## src/rtl/wsd_pkg.sv

```systemverilog
`default_nettype none
package wsd_pkg;

    // Field widths of the byte stream and of one result
    localparam int unsigned BYTE_W   = 8;
    localparam int unsigned RSV_W    = 3;
    localparam int unsigned OPCODE_W = 4;

    // Result kinds
    localparam logic KIND_PAYLOAD = 1'b0;
    localparam logic KIND_EMPTY   = 1'b1;

    // One result transaction
    typedef struct packed {
        logic                kind;
        logic [BYTE_W-1:0]   out_byte;
        logic                final_fragment;
        logic [RSV_W-1:0]    reserved_bits;
        logic [OPCODE_W-1:0] frame_opcode;
        logic                last_of_frame;
    } t_result;

endpackage
`default_nettype wire

```

## src/rtl/wsd_byte_if.sv

```systemverilog
`default_nettype none
interface wsd_byte_if
    import wsd_pkg::*;
();
    logic              valid;
    logic              ready;
    logic [BYTE_W-1:0] data_byte;

    modport source (output valid, output data_byte, input ready);
    modport sink   (input valid, input data_byte, output ready);
endinterface
`default_nettype wire

```

## src/rtl/wsd_result_if.sv

```systemverilog
`default_nettype none
interface wsd_result_if
    import wsd_pkg::*;
();
    logic                valid;
    logic                ready;
    logic                kind;
    logic [BYTE_W-1:0]   out_byte;
    logic                final_fragment;
    logic [RSV_W-1:0]    reserved_bits;
    logic [OPCODE_W-1:0] frame_opcode;
    logic                last_of_frame;

    modport source (
        output valid, output kind, output out_byte, output final_fragment,
        output reserved_bits, output frame_opcode, output last_of_frame,
        input ready
    );
    modport sink (
        input valid, input kind, input out_byte, input final_fragment,
        input reserved_bits, input frame_opcode, input last_of_frame,
        output ready
    );
endinterface
`default_nettype wire

```

## src/rtl/wsd_out_skid.sv

```systemverilog
`default_nettype none
module wsd_out_skid
    import wsd_pkg::*;
(
    input  wire logic    i_clk,
    input  wire logic    i_rst_n,
    input  wire logic    i_valid,
    input  wire t_result i_data,
    output logic         o_ready,
    output logic         o_valid,
    output t_result      o_data,
    input  wire logic    i_ready
);

    logic    r_main_valid;
    logic    r_skid_valid;
    t_result r_main;
    t_result r_skid;

    // Accept while the skid slot is free
    assign o_ready = !r_skid_valid;
    assign o_valid = r_main_valid;
    assign o_data  = r_main;

    // Control: refill main from skid first, park a transaction when main stalls
    always_ff @(posedge i_clk) begin
        if (!i_rst_n) begin
            r_main_valid <= 1'b0;
            r_skid_valid <= 1'b0;
        end else if (i_ready || !r_main_valid) begin
            if (r_skid_valid) begin
                r_skid_valid <= 1'b0;
            end else begin
                r_main_valid <= i_valid;
            end
        end else if (i_valid && !r_skid_valid) begin
            r_skid_valid <= 1'b1;
        end
    end

    // Data: follow the same choice as the control path
    always_ff @(posedge i_clk) begin
        if (i_ready || !r_main_valid) begin
            if (r_skid_valid) begin
                r_main <= r_skid;
            end else if (i_valid) begin
                r_main <= i_data;
            end
        end else if (i_valid && !r_skid_valid) begin
            r_skid <= i_data;
        end
    end

    a_skid_only_when_main: assert property (@(posedge i_clk) disable iff (!i_rst_n)
        r_skid_valid |-> r_main_valid)
        else $error("skid slot holds data while main slot is empty");

    a_stalled_main_holds: assert property (@(posedge i_clk) disable iff (!i_rst_n)
        (r_main_valid && !i_ready) |=> (r_main_valid && $stable(r_main)))
        else $error("stalled result changed");

    a_no_loss_on_full: assert property (@(posedge i_clk) disable iff (!i_rst_n)
        (r_skid_valid && !i_ready) |=> r_skid_valid)
        else $error("parked transaction dropped");

endmodule
`default_nettype wire

```

## src/rtl/websocket_frame_deframer.sv

```systemverilog
// Channel   Dir   Modport  Payload
// i_in      in    sink     data_byte[7:0]
// o_out     out   source   kind, out_byte[7:0], final_fragment, reserved_bits[2:0],
//                          frame_opcode[3:0], last_of_frame
//
// One byte is taken every cycle unless a stall on o_out backs up; each byte passes an
// input register and then the header/unmask logic into a two-entry result stage, where
// its result is registered. The per-byte length down-count (64-bit decrement and
// compare) sets the path between the input register and the result stage.
// Reset (synchronous, active low) returns the parser to the first header byte.
// A stall on o_out backs up into the result stage, then the input register.
`default_nettype none
module websocket_frame_deframer
    import wsd_pkg::*;
(
    input  wire logic    i_clk,
    input  wire logic    i_rst_n,
    wsd_byte_if.sink     i_in,
    wsd_result_if.source o_out
);

    localparam logic [2:0] PH_BYTE0   = 3'd0;
    localparam logic [2:0] PH_BYTE1   = 3'd1;
    localparam logic [2:0] PH_EXTLEN  = 3'd2;
    localparam logic [2:0] PH_KEY     = 3'd3;
    localparam logic [2:0] PH_PAYLOAD = 3'd4;

    localparam logic [6:0] LEN_EXT16 = 7'd126;
    localparam logic [3:0] EXT16_BYTES = 4'd2;
    localparam logic [3:0] EXT64_BYTES = 4'd8;
    localparam logic [2:0] KEY_BYTES   = 3'd4;

    // Input register
    logic              r_in_valid;
    logic [BYTE_W-1:0] r_in_byte;

    // Parser state
    logic [2:0]          r_phase,    n_phase;
    logic                r_fin,      n_fin;
    logic [RSV_W-1:0]    r_rsv,      n_rsv;
    logic [OPCODE_W-1:0] r_opcode,   n_opcode;
    logic                r_mask,     n_mask;
    logic [3:0]          r_ext_left, n_ext_left;
    logic [63:0]         r_len,      n_len;
    logic [31:0]         r_key,      n_key;
    logic [2:0]          r_key_left, n_key_left;
    logic [1:0]          r_idx,      n_idx;

    logic    w_adv;
    logic    w_res_valid;
    t_result w_res;
    logic    w_skid_ready;
    t_result w_out;

    // Advance the input register when the result stage has room
    assign w_adv      = r_in_valid && w_skid_ready;
    assign i_in.ready = !r_in_valid || w_adv;

    always_ff @(posedge i_clk) begin
        if (!i_rst_n) begin
            r_in_valid <= 1'b0;
        end else if (i_in.ready) begin
            r_in_valid <= i_in.valid;
        end
    end

    always_ff @(posedge i_clk) begin
        if (i_in.ready && i_in.valid) begin
            r_in_byte <= i_in.data_byte;
        end
    end

    // Parse one byte
    always_comb begin
        logic [63:0] len_new;
        logic [3:0]  ext_dec;
        logic [2:0]  key_dec;
        logic        enter_payload;
        logic        go_key;
        logic [7:0]  key_byte;

        n_phase    = r_phase;
        n_fin      = r_fin;
        n_rsv      = r_rsv;
        n_opcode   = r_opcode;
        n_mask     = r_mask;
        n_ext_left = r_ext_left;
        n_len      = r_len;
        n_key      = r_key;
        n_key_left = r_key_left;
        n_idx      = r_idx;

        len_new       = r_len;
        ext_dec       = r_ext_left - 4'd1;
        key_dec       = r_key_left - 3'd1;
        enter_payload = 1'b0;
        go_key        = 1'b0;
        key_byte      = 8'd0;

        w_res_valid          = 1'b0;
        w_res.kind           = KIND_PAYLOAD;
        w_res.out_byte       = r_in_byte;
        w_res.final_fragment = r_fin;
        w_res.reserved_bits  = r_rsv;
        w_res.frame_opcode   = r_opcode;
        w_res.last_of_frame  = 1'b0;

        unique case (r_phase)
            PH_BYTE1: begin
                n_mask = r_in_byte[7];
                if (r_in_byte[6:0] < LEN_EXT16) begin
                    len_new    = {57'd0, r_in_byte[6:0]};
                    n_len      = len_new;
                    n_ext_left = 4'd0;
                    go_key     = r_in_byte[7];
                    enter_payload = !r_in_byte[7];
                end else begin
                    n_len      = 64'd0;
                    n_ext_left = (r_in_byte[6:0] == LEN_EXT16) ? EXT16_BYTES : EXT64_BYTES;
                    n_phase    = PH_EXTLEN;
                end
            end
            PH_EXTLEN: begin
                len_new    = {r_len[55:0], r_in_byte};
                n_len      = len_new;
                n_ext_left = ext_dec;
                if (ext_dec == 4'd0) begin
                    go_key        = r_mask;
                    enter_payload = !r_mask;
                end
            end
            PH_KEY: begin
                n_key      = {r_key[23:0], r_in_byte};
                n_key_left = key_dec;
                if (key_dec == 3'd0) begin
                    enter_payload = 1'b1;
                end
            end
            PH_PAYLOAD: begin
                case (r_idx)
                    2'd0:    key_byte = r_key[31:24];
                    2'd1:    key_byte = r_key[23:16];
                    2'd2:    key_byte = r_key[15:8];
                    default: key_byte = r_key[7:0];
                endcase
                w_res_valid         = 1'b1;
                w_res.out_byte      = r_mask ? (r_in_byte ^ key_byte) : r_in_byte;
                w_res.last_of_frame = (r_len == 64'd1);
                n_idx               = r_idx + 2'd1;
                n_len               = r_len - 64'd1;
                if (r_len == 64'd1) begin
                    n_phase = PH_BYTE0;
                end
            end
            default: begin
                n_fin    = r_in_byte[7];
                n_rsv    = r_in_byte[6:4];
                n_opcode = r_in_byte[3:0];
                n_phase  = PH_BYTE1;
            end
        endcase

        // Collect the masking key after the length
        if (go_key) begin
            n_key_left = KEY_BYTES;
            n_phase    = PH_KEY;
        end

        // Start the payload, or mark an empty frame
        if (enter_payload) begin
            n_idx = 2'd0;
            if (len_new == 64'd0) begin
                n_phase             = PH_BYTE0;
                w_res_valid         = 1'b1;
                w_res.kind          = KIND_EMPTY;
                w_res.out_byte      = 8'd0;
                w_res.last_of_frame = 1'b1;
            end else begin
                n_phase = PH_PAYLOAD;
            end
        end
    end

    always_ff @(posedge i_clk) begin
        if (!i_rst_n) begin
            r_phase <= PH_BYTE0;
        end else if (w_adv) begin
            r_phase <= n_phase;
        end
    end

    always_ff @(posedge i_clk) begin
        if (w_adv) begin
            r_fin      <= n_fin;
            r_rsv      <= n_rsv;
            r_opcode   <= n_opcode;
            r_mask     <= n_mask;
            r_ext_left <= n_ext_left;
            r_len      <= n_len;
            r_key      <= n_key;
            r_key_left <= n_key_left;
            r_idx      <= n_idx;
        end
    end

    // Result stage
    wsd_out_skid u_out_skid (
        .i_clk   (i_clk),
        .i_rst_n (i_rst_n),
        .i_valid (w_adv && w_res_valid),
        .i_data  (w_res),
        .o_ready (w_skid_ready),
        .o_valid (o_out.valid),
        .o_data  (w_out),
        .i_ready (o_out.ready)
    );

    assign o_out.kind           = w_out.kind;
    assign o_out.out_byte       = w_out.out_byte;
    assign o_out.final_fragment = w_out.final_fragment;
    assign o_out.reserved_bits  = w_out.reserved_bits;
    assign o_out.frame_opcode   = w_out.frame_opcode;
    assign o_out.last_of_frame  = w_out.last_of_frame;

    a_phase_range: assert property (@(posedge i_clk) disable iff (!i_rst_n)
        r_phase <= PH_PAYLOAD)
        else $error("parser phase out of range");

    a_payload_len_nonzero: assert property (@(posedge i_clk) disable iff (!i_rst_n)
        (r_phase == PH_PAYLOAD) |-> (r_len != 64'd0))
        else $error("payload phase with no bytes left");

    a_ext_count: assert property (@(posedge i_clk) disable iff (!i_rst_n)
        (r_phase == PH_EXTLEN) |-> (r_ext_left != 4'd0 && r_ext_left <= EXT64_BYTES))
        else $error("extended length count out of range");

    a_key_count: assert property (@(posedge i_clk) disable iff (!i_rst_n)
        (r_phase == PH_KEY) |-> (r_key_left != 3'd0 && r_key_left <= KEY_BYTES))
        else $error("masking key count out of range");

    a_frame_end_returns: assert property (@(posedge i_clk) disable iff (!i_rst_n)
        (w_adv && w_res_valid && w_res.last_of_frame) |=> (r_phase == PH_BYTE0))
        else $error("last result did not return parser to first header byte");

endmodule
`default_nettype wire

```

## src/flat_wrapper.sv

```systemverilog
// flat-port wrapper written by rule: the top's interface ports become plain ports
module websocket_frame_deframer_flat import wsd_pkg::*;
  (i_clk, i_rst_n, i_in_valid, i_in_data_byte, i_in_ready, o_out_valid, o_out_kind, o_out_out_byte, o_out_final_fragment, o_out_reserved_bits, o_out_frame_opcode, o_out_last_of_frame, o_out_ready);
  wsd_byte_if i_in_i ();
  wsd_result_if o_out_i ();
  input  wire logic i_clk;
  input  wire logic i_rst_n;
  input wire logic [$bits(i_in_i.valid)-1:0] i_in_valid;
  input wire logic [$bits(i_in_i.data_byte)-1:0] i_in_data_byte;
  output wire logic [$bits(i_in_i.ready)-1:0] i_in_ready;
  output wire logic [$bits(o_out_i.valid)-1:0] o_out_valid;
  output wire logic [$bits(o_out_i.kind)-1:0] o_out_kind;
  output wire logic [$bits(o_out_i.out_byte)-1:0] o_out_out_byte;
  output wire logic [$bits(o_out_i.final_fragment)-1:0] o_out_final_fragment;
  output wire logic [$bits(o_out_i.reserved_bits)-1:0] o_out_reserved_bits;
  output wire logic [$bits(o_out_i.frame_opcode)-1:0] o_out_frame_opcode;
  output wire logic [$bits(o_out_i.last_of_frame)-1:0] o_out_last_of_frame;
  input wire logic [$bits(o_out_i.ready)-1:0] o_out_ready;
  assign i_in_i.valid = i_in_valid;
  assign i_in_i.data_byte = i_in_data_byte;
  assign i_in_ready = i_in_i.ready;
  assign o_out_valid = o_out_i.valid;
  assign o_out_kind = o_out_i.kind;
  assign o_out_out_byte = o_out_i.out_byte;
  assign o_out_final_fragment = o_out_i.final_fragment;
  assign o_out_reserved_bits = o_out_i.reserved_bits;
  assign o_out_frame_opcode = o_out_i.frame_opcode;
  assign o_out_last_of_frame = o_out_i.last_of_frame;
  assign o_out_i.ready = o_out_ready;
  websocket_frame_deframer u_core (.i_clk(i_clk), .i_rst_n(i_rst_n), .i_in(i_in_i), .o_out(o_out_i));
endmodule
```

## config.mk

```make
export PLATFORM = sky130hd
export DESIGN_NAME = websocket_frame_deframer_flat
export DESIGN_NICKNAME = d
export VERILOG_FILES = /design/src/rtl/wsd_pkg.sv /design/src/rtl/wsd_byte_if.sv /design/src/rtl/wsd_result_if.sv /design/src/rtl/wsd_out_skid.sv /design/src/rtl/websocket_frame_deframer.sv /design/src/flat_wrapper.sv
export SDC_FILE = /design/constraint.sdc
export NUM_CORES = 1
export LEC_CHECK = 0
export BUFFER_PORTS_ARGS = -buffer_cell sky130_fd_sc_hd__buf_2
export CORE_MARGIN = 2
export CORE_UTILIZATION = 47
export DETAILED_ROUTE_END_ITERATION = 8
export GPL_TIMING_DRIVEN = 0
export PLACE_DENSITY = 0.65
export SLEW_MARGIN = 30
export SYNTH_ARGS = -nofsm -noshare
export SYNTH_HDL_FRONTEND = slang
export SYNTH_HIERARCHICAL = 1
export SYNTH_SLANG_ARGS = --single-unit
```

## constraint.sdc

```tcl
create_clock -name i_clk -period 6.35 [get_ports i_clk]
set_clock_uncertainty 0.15 [all_clocks]
set_input_delay 0.9525 -clock i_clk [delete_from_list [all_inputs] [get_ports i_clk]]
set_output_delay 0.9525 -clock i_clk [all_outputs]
set_load 0.01 [all_outputs]
```

; Word level (Yosys, flattened, before mapping)
; Index checks and enable logic that the tools add are counted.
[totals]
reg_bits = 164
elab_cells = 117
[op_classes]
n_reduce_logical = 34
muxes = 36
eq_ne = 11
bitwise = 5
n_lt_le_gt_ge = 1
addsub = 4
[ops]
columns = operator, n
row1 = case mux 64 bit (3 select lines), 1
row2 = case mux 64 bit (2 select lines), 1
row3 = "equality test 64 x 1 -> 1 bit, second input constant", 1
row4 = zero test 64 bit, 1
row5 = 2-to-1 mux 64 bit, 1
row6 = "subtractor 64 x 1 -> 64 bit, second input constant", 1
row7 = 2-to-1 mux 18 bit, 2
row8 = 2-to-1 mux 8 bit, 3
row9 = case mux 8 bit (3 select lines), 1
row10 = AND reduction 2 bit, 10
row11 = 2-to-1 mux 3 bit, 6
row12 = 2-to-1 mux 9 bit, 2
row13 = 2-to-1 mux 1 bit, 11
row14 = case mux 3 bit (3 select lines), 1
row15 = 2-to-1 mux 4 bit, 2
row16 = case mux 4 bit (2 select lines), 1
row17 = nonzero test 2 bit, 4
row18 = XOR 8 bit, 1
row19 = "equality test 7 bit, second input constant", 1
row20 = "< comparator 7 bit, second input constant", 1
row21 = 2-to-1 mux 7 bit, 1
row22 = "equality test 3 x 2 -> 1 bit, second input constant", 2
row23 = zero test 1 bit, 5
row24 = logical AND 1 bit, 4
row25 = 22 further kinds, 27

; Depth between registers and ports, before layout
[logic_depth]
depth_word = 10
depth_mapped = 10
mapped_depth_nobuf = 10

; Modules after synthesis
; Netlist, hierarchy kept.
[modules_own_cells]
columns = module, cells_each, seq_area_each_um2, area_per_inst_um2, instances
row1 = websocket_frame_deframer, 625, 3743.6, 6717.7, 1
row2 = wsd_out_skid, 68, 1121.1, 1472.7, 1

; Worst setup path before layout
; Ideal clock, no wire load.
[synth_timing]
path_kind = register -> register
from = register u_core.r_phase[0]
to = register u_core.r_len[0] (enable)
path_slack_ps = 1107
arrival_ps = 4569
path_stages_with_launch = 6
setup_time_ps = 524
required_time_ps = 5676
synth_period_minus_slack_ps = 5243
path_cell_list = dfxtp_1 > clkbuf_1 > nor2_1 > nand2_1 > clkbuf_1 > a31oi_1
[synth_between]
elab_chain_cells = 3
elab_cells_between_ends = 5
classes_between = 3 x eq/ne / 2 x reduce/logical
[synth_rtl]
columns = element, line_no
row1 = start: declaration, websocket_frame_deframer.sv:38  ; logic [2:0] r_phase, n_phase;
row2 = start signal: assignment, websocket_frame_deframer.sv:188  ; r_phase <= n_phase;
row3 = equality test 3 x 1 -> 1 bit (tied with other cells), websocket_frame_deframer.sv:108  ; unique case (r_phase)
row4 = nonzero test 3 bit (no line) (*), -
row5 = AND reduction 2 bit (no line) (*), -
row6 = end signal: assignment, websocket_frame_deframer.sv:199  ; r_len <= n_len;
row7 = end: declaration, websocket_frame_deframer.sv:44  ; logic [63:0] r_len, n_len;
; Every way passes the cells marked *; elsewhere a longest branch is shown, timed or not.
; A chain may end at the register's enable or synchronous reset.

; Final worst setup path
[layout_timing]
from = register u_core.r_len[33]
to = register u_core.u_out_skid.r_main (netlist bit u_core/u_out_skid/o_data[13]) (enable)
[layout_between]
elab_chain_cells = 8
[layout_rtl]
columns = element, line_no
row1 = 2-to-1 mux 64 bit, websocket_frame_deframer.sv:111  ; if (r_in_byte[6:0] < LEN_EXT16) begin
row2 = case mux 64 bit (2 select lines) (*), websocket_frame_deframer.sv:108
row3 = zero test 64 bit (*), websocket_frame_deframer.sv:172  ; if (len_new == 64'd0) begin
row4 = 2-to-1 mux 1 bit (*), websocket_frame_deframer.sv:172
row5 = 2-to-1 mux 1 bit (*), websocket_frame_deframer.sv:170  ; if (enter_payload) begin
row6 = logical AND 1 bit (*), websocket_frame_deframer.sv:210  ; .i_valid (w_adv && w_res_valid),
row7 = nonzero test 2 bit (no line) (*), -
row8 = AND reduction 2 bit (no line) (*), -
row9 = end signal: assignment, wsd_out_skid.sv:45  ; r_main <= r_skid;
row10 = end signal: assignment, wsd_out_skid.sv:47  ; r_main <= i_data;
row11 = end: declaration, wsd_out_skid.sv:17  ; t_result r_main;
; Marks and branches as above.

==> flow_summary.toml <==
[finish]
drive_gt1_share_pct = 15.13
finalNetCount = 769
antenna_cells = 0
final_cell_mix = "edfxtp_1 (158), nand2_1 (83), nor2_1 (65)"
syn_to_final_growth_pct = 13.75
final_common_cell = "edfxtp_1"

[worst_setup_path]
critPathKind = "reg -> reg"
max_stage_delay_ns = 0.75
cp-start-kind = "register"
crit_chain = "nor4_1 -> nand4_1 -> nor4_4 -> nand4_1 -> a211oi_1 -> a2bb2o_1 -> nor2_1 -> nor2_2"
r2r_start = "u_core/r_len[33]"
crit_top_cell = "nand4_1"
cp_slowest_cell = "nor4_1"
cp_data_required_time_ns = 6.27
rrSetupSlack_ns = 2.02
cp_data_arrival_time_ns = 4.25
rr_worst_depth = 8
crit_fanout = 18
critPathCaptureType = "register"
timing.rr.end = "u_core/u_out_skid/o_data[13]"

[logic_synthesis]
synthCells = 693
synth_nets = 715
synthTopCellsByArea = "edfxtp_1 (58%), xnor2_1 (5.2%), nand2_1 (3.8%)"
synth_top_cell_by_area = "edfxtp_1"
yosysUniqueCellTypes = 63
synthDominantCellAreaShare_pct = 57.93
ys_warn_count = 6
ys.flop_type = "edfxtp_1"
synth_edf_count = 158
ys_async_sr_fraction_pct = 0
synth_seq_area_share_pct = 59.40
syn_area_sq_um = 8190
syn_avg_cell_area_sq_um = 11.82
ys_seq_elements = 164

[placement]
portBuffers = 31
pre_cts_ws_ns = 2.113
dpl.hpwl_microns = 13210
place_congestion = 0.8649

[power]
power_frac_seq_pct = 52.7
pwr-share-comb_pct = 3.9
p_per_area_nw_per_um2 = 248.8
p_int_w = 0.001766
pwr-share-clk_pct = 43.4
swShare_pct = 23.80
leakagePower_nw = 3.022
ir_drop_mv = 0.1794
power.switching_w = 0.0005518

[timing]
hold_ws_ns = 0.3008
fin_crit_sh_pct = 68.21
min_period_ns = 4.332
fmaxAchievable_mhz = 230.9
setup_tns_ns = 0
hold_viol = 0
rsz0062_at_grt = "no"
finalWorstSetupSlack_ns = 2.018
tightest_slew_ns = 0.9727
maxSlewViolCount = 0
finalSetupViolations = 0
slew-limit-headroom_pct = 34.55

[floorplan]
io_pins = 32
die_x_microns = 136.0
die_height_microns = 136.0
start_util_pct = 47.68
num_rows = 48
core_area_sq_um = 17180
die_area_sq_um = 18500

[clocking]
cts_tree = "built"
clk_pin_slew_worst_paths_ns = 0.07
cts_root_buffer = "clkbuf_16"
postCtsSetupRepairBufs = 0
clock_latency_ns = 0.44
cts_buffers = 17
cts_buffer_depth = 2
cts-htree-levels = 4
cts_resized = 0
hold_buffers = 0
clock_sinks = 164

[route]
drt_wl_total_microns = 19300
via_per_inst = 5.920
drt_pass1_iterations = 8
drtIter0Drc = 562
vias = 5831
drc = 0
ant_nets = 0
wire_per_inst_microns = 19.59

[global_routing]
grt_pass1_vias = 5850
overflow = 0
track_usage_pct = 21.97
grt_max_degree = 25
antenna_found_initial = 0
grt_pass1_wl_microns = 30880

[min_path]
min_from = "u_core/r_key[4]"
hold_end = "u_core/r_key[12]"
hold_depth = 0
hold_class = "reg -> reg"

[run_status]
status = "finished, final reports clean"

[run]
drv_cap = 0
-- registers in the layout, indices dropped and copies added (netlist names), 2 cells and up --
| signal | cells |
|---|---|
| u_core/r_len | 64 |
| u_core/r_key | 32 |
| u_core/u_out_skid/o_data | 18 |
| u_core/u_out_skid/r_skid | 18 |
| u_core/r_in_byte | 8 |
| u_core/r_ext_left | 4 |
| u_core/r_opcode | 4 |
| u_core/r_key_left | 3 |
| u_core/r_phase | 3 |
| u_core/r_rsv | 3 |
| u_core/r_idx | 2 |
-- synth_stat cells (2+ instances only) --
library cell and count:
edfxtp_1 158, nand2_1 83, nor2_1 67, o21ai_0 59, xnor2_1 49, clkbuf_1 22, nor3_1 22, xor2_1 22
a21oi_1 20, mux2_4 18, inv_1 16, nand3_1 16, nor4_1 15, ha_1 10, a222oi_1 8, nand4_1 7
and2_1 6, dfxtp_1 6, o22ai_1 6, or4_1 5, a21o_1 4, and4_1 4, buf_6 4, nand2b_1 4
nand3b_1 4, or3_1 4, a31oi_1 3, nand4b_1 3, nor3b_1 3, o32ai_1 3, or2_2 3, and2_2 2
and3_1 2, nor2b_1 2, nor4_4 2, nor4b_1 2, o31ai_1 2, or4_4 2
-- final cells by class --
| type | instances | area, sq um |
|---|---|---|
| repair buffers | 35 | 240.2 |
| well taps | 225 | 281.5 |
| fillers | 1482 | 7860 |
| clock inverters | 14 | 131.4 |
| multi-input cells | 484 | 3156 |
| clock buffers | 18 | 439.2 |
| inverters | 17 | 63.81 |
| plain buffers | 28 | 140.1 |
| flip-flops and latches | 164 | 4865 |
-- worst max-delay path, delay by kind of cell, from the launching register on --
kind | cells | cell delay [ns]
AO/OA/AOI/OAI | 2 | 0.69
flip-flops | 1 | 0.49
AND/OR/NAND/NOR | 6 | 2.62
-- worst max-delay path by stage --
| stage | end | startpoint | slack (ns) | cells after the start |
|---|---|---|---|---|
| global route | u_core/u_out_skid/o_data[13] | u_core/r_len[33] | 1.64 | 8 |
| CTS | u_core/u_out_skid/o_data[13] | u_core/r_len[33] | 2.08 | 8 |
| global placement | u_core/r_len[35] | u_core/r_phase[0] | -0.86 | 5 |
| detailed placement | u_core/u_out_skid/o_data[11] | u_core/r_len[33] | 2.11 | 8 |
| finish | u_core/u_out_skid/o_data[13] | u_core/r_len[33] | 2.02 | 8 |
| floorplan | u_core/r_len[0] | u_core/r_phase[0] | 1.11 | 5 |
-- power groups by stage --
stage                     Sequential, W  Clock (W)  Combinational (W)
final                           0.00122    0.00101          0.0000899
after global routing            0.00122    0.00107          0.0000989
after detailed placement        0.00125          0          0.0000882
after global placement          0.00125          0          0.0000817
after floorplan                 0.00124          0          0.0000608
after CTS                       0.00122    0.00102          0.0000892
-- per-stage QoR --
step	util [%]	total power, W	cell area, sq um	cells
4_1_cts	54.19	0.002333	9308	985
5_1_grt	54.24	0.002390	9316	985
6_report	54.24	0.002318	9316	985
2_1_floorplan	-	0.001299	8190	693
3_3_place_gp	50.23	0.001329	8627	949
3_5_place_dp	50.87	0.001334	8737	953
-- cell families (layout without fill, tap and decap cells) --
group                      Yosys count  count (layout)  share of synthesized area, %
adders and majority gates           10              10                         1.528
muxes                               19              19                         3.422
and+or+nand+nor                    268             268                         16.82
AOI/OAI and AO/OA                  116             116                         8.754
xor gates and xnor gates            71              71                         7.592
buffers and inverters               45             112                         2.490
DFF                                164             164                         59.40
-- layer usage --
layer  up-vias  share of wire, %  GRT usage (%)
met5         -                 0              0
met4         0               2.2          8.218
met3        45               6.3          4.810
met2       238                49          35.99
met1      2873                43          28.71
li1       2675                 -              -
Power figures use the tool's default switching activity.
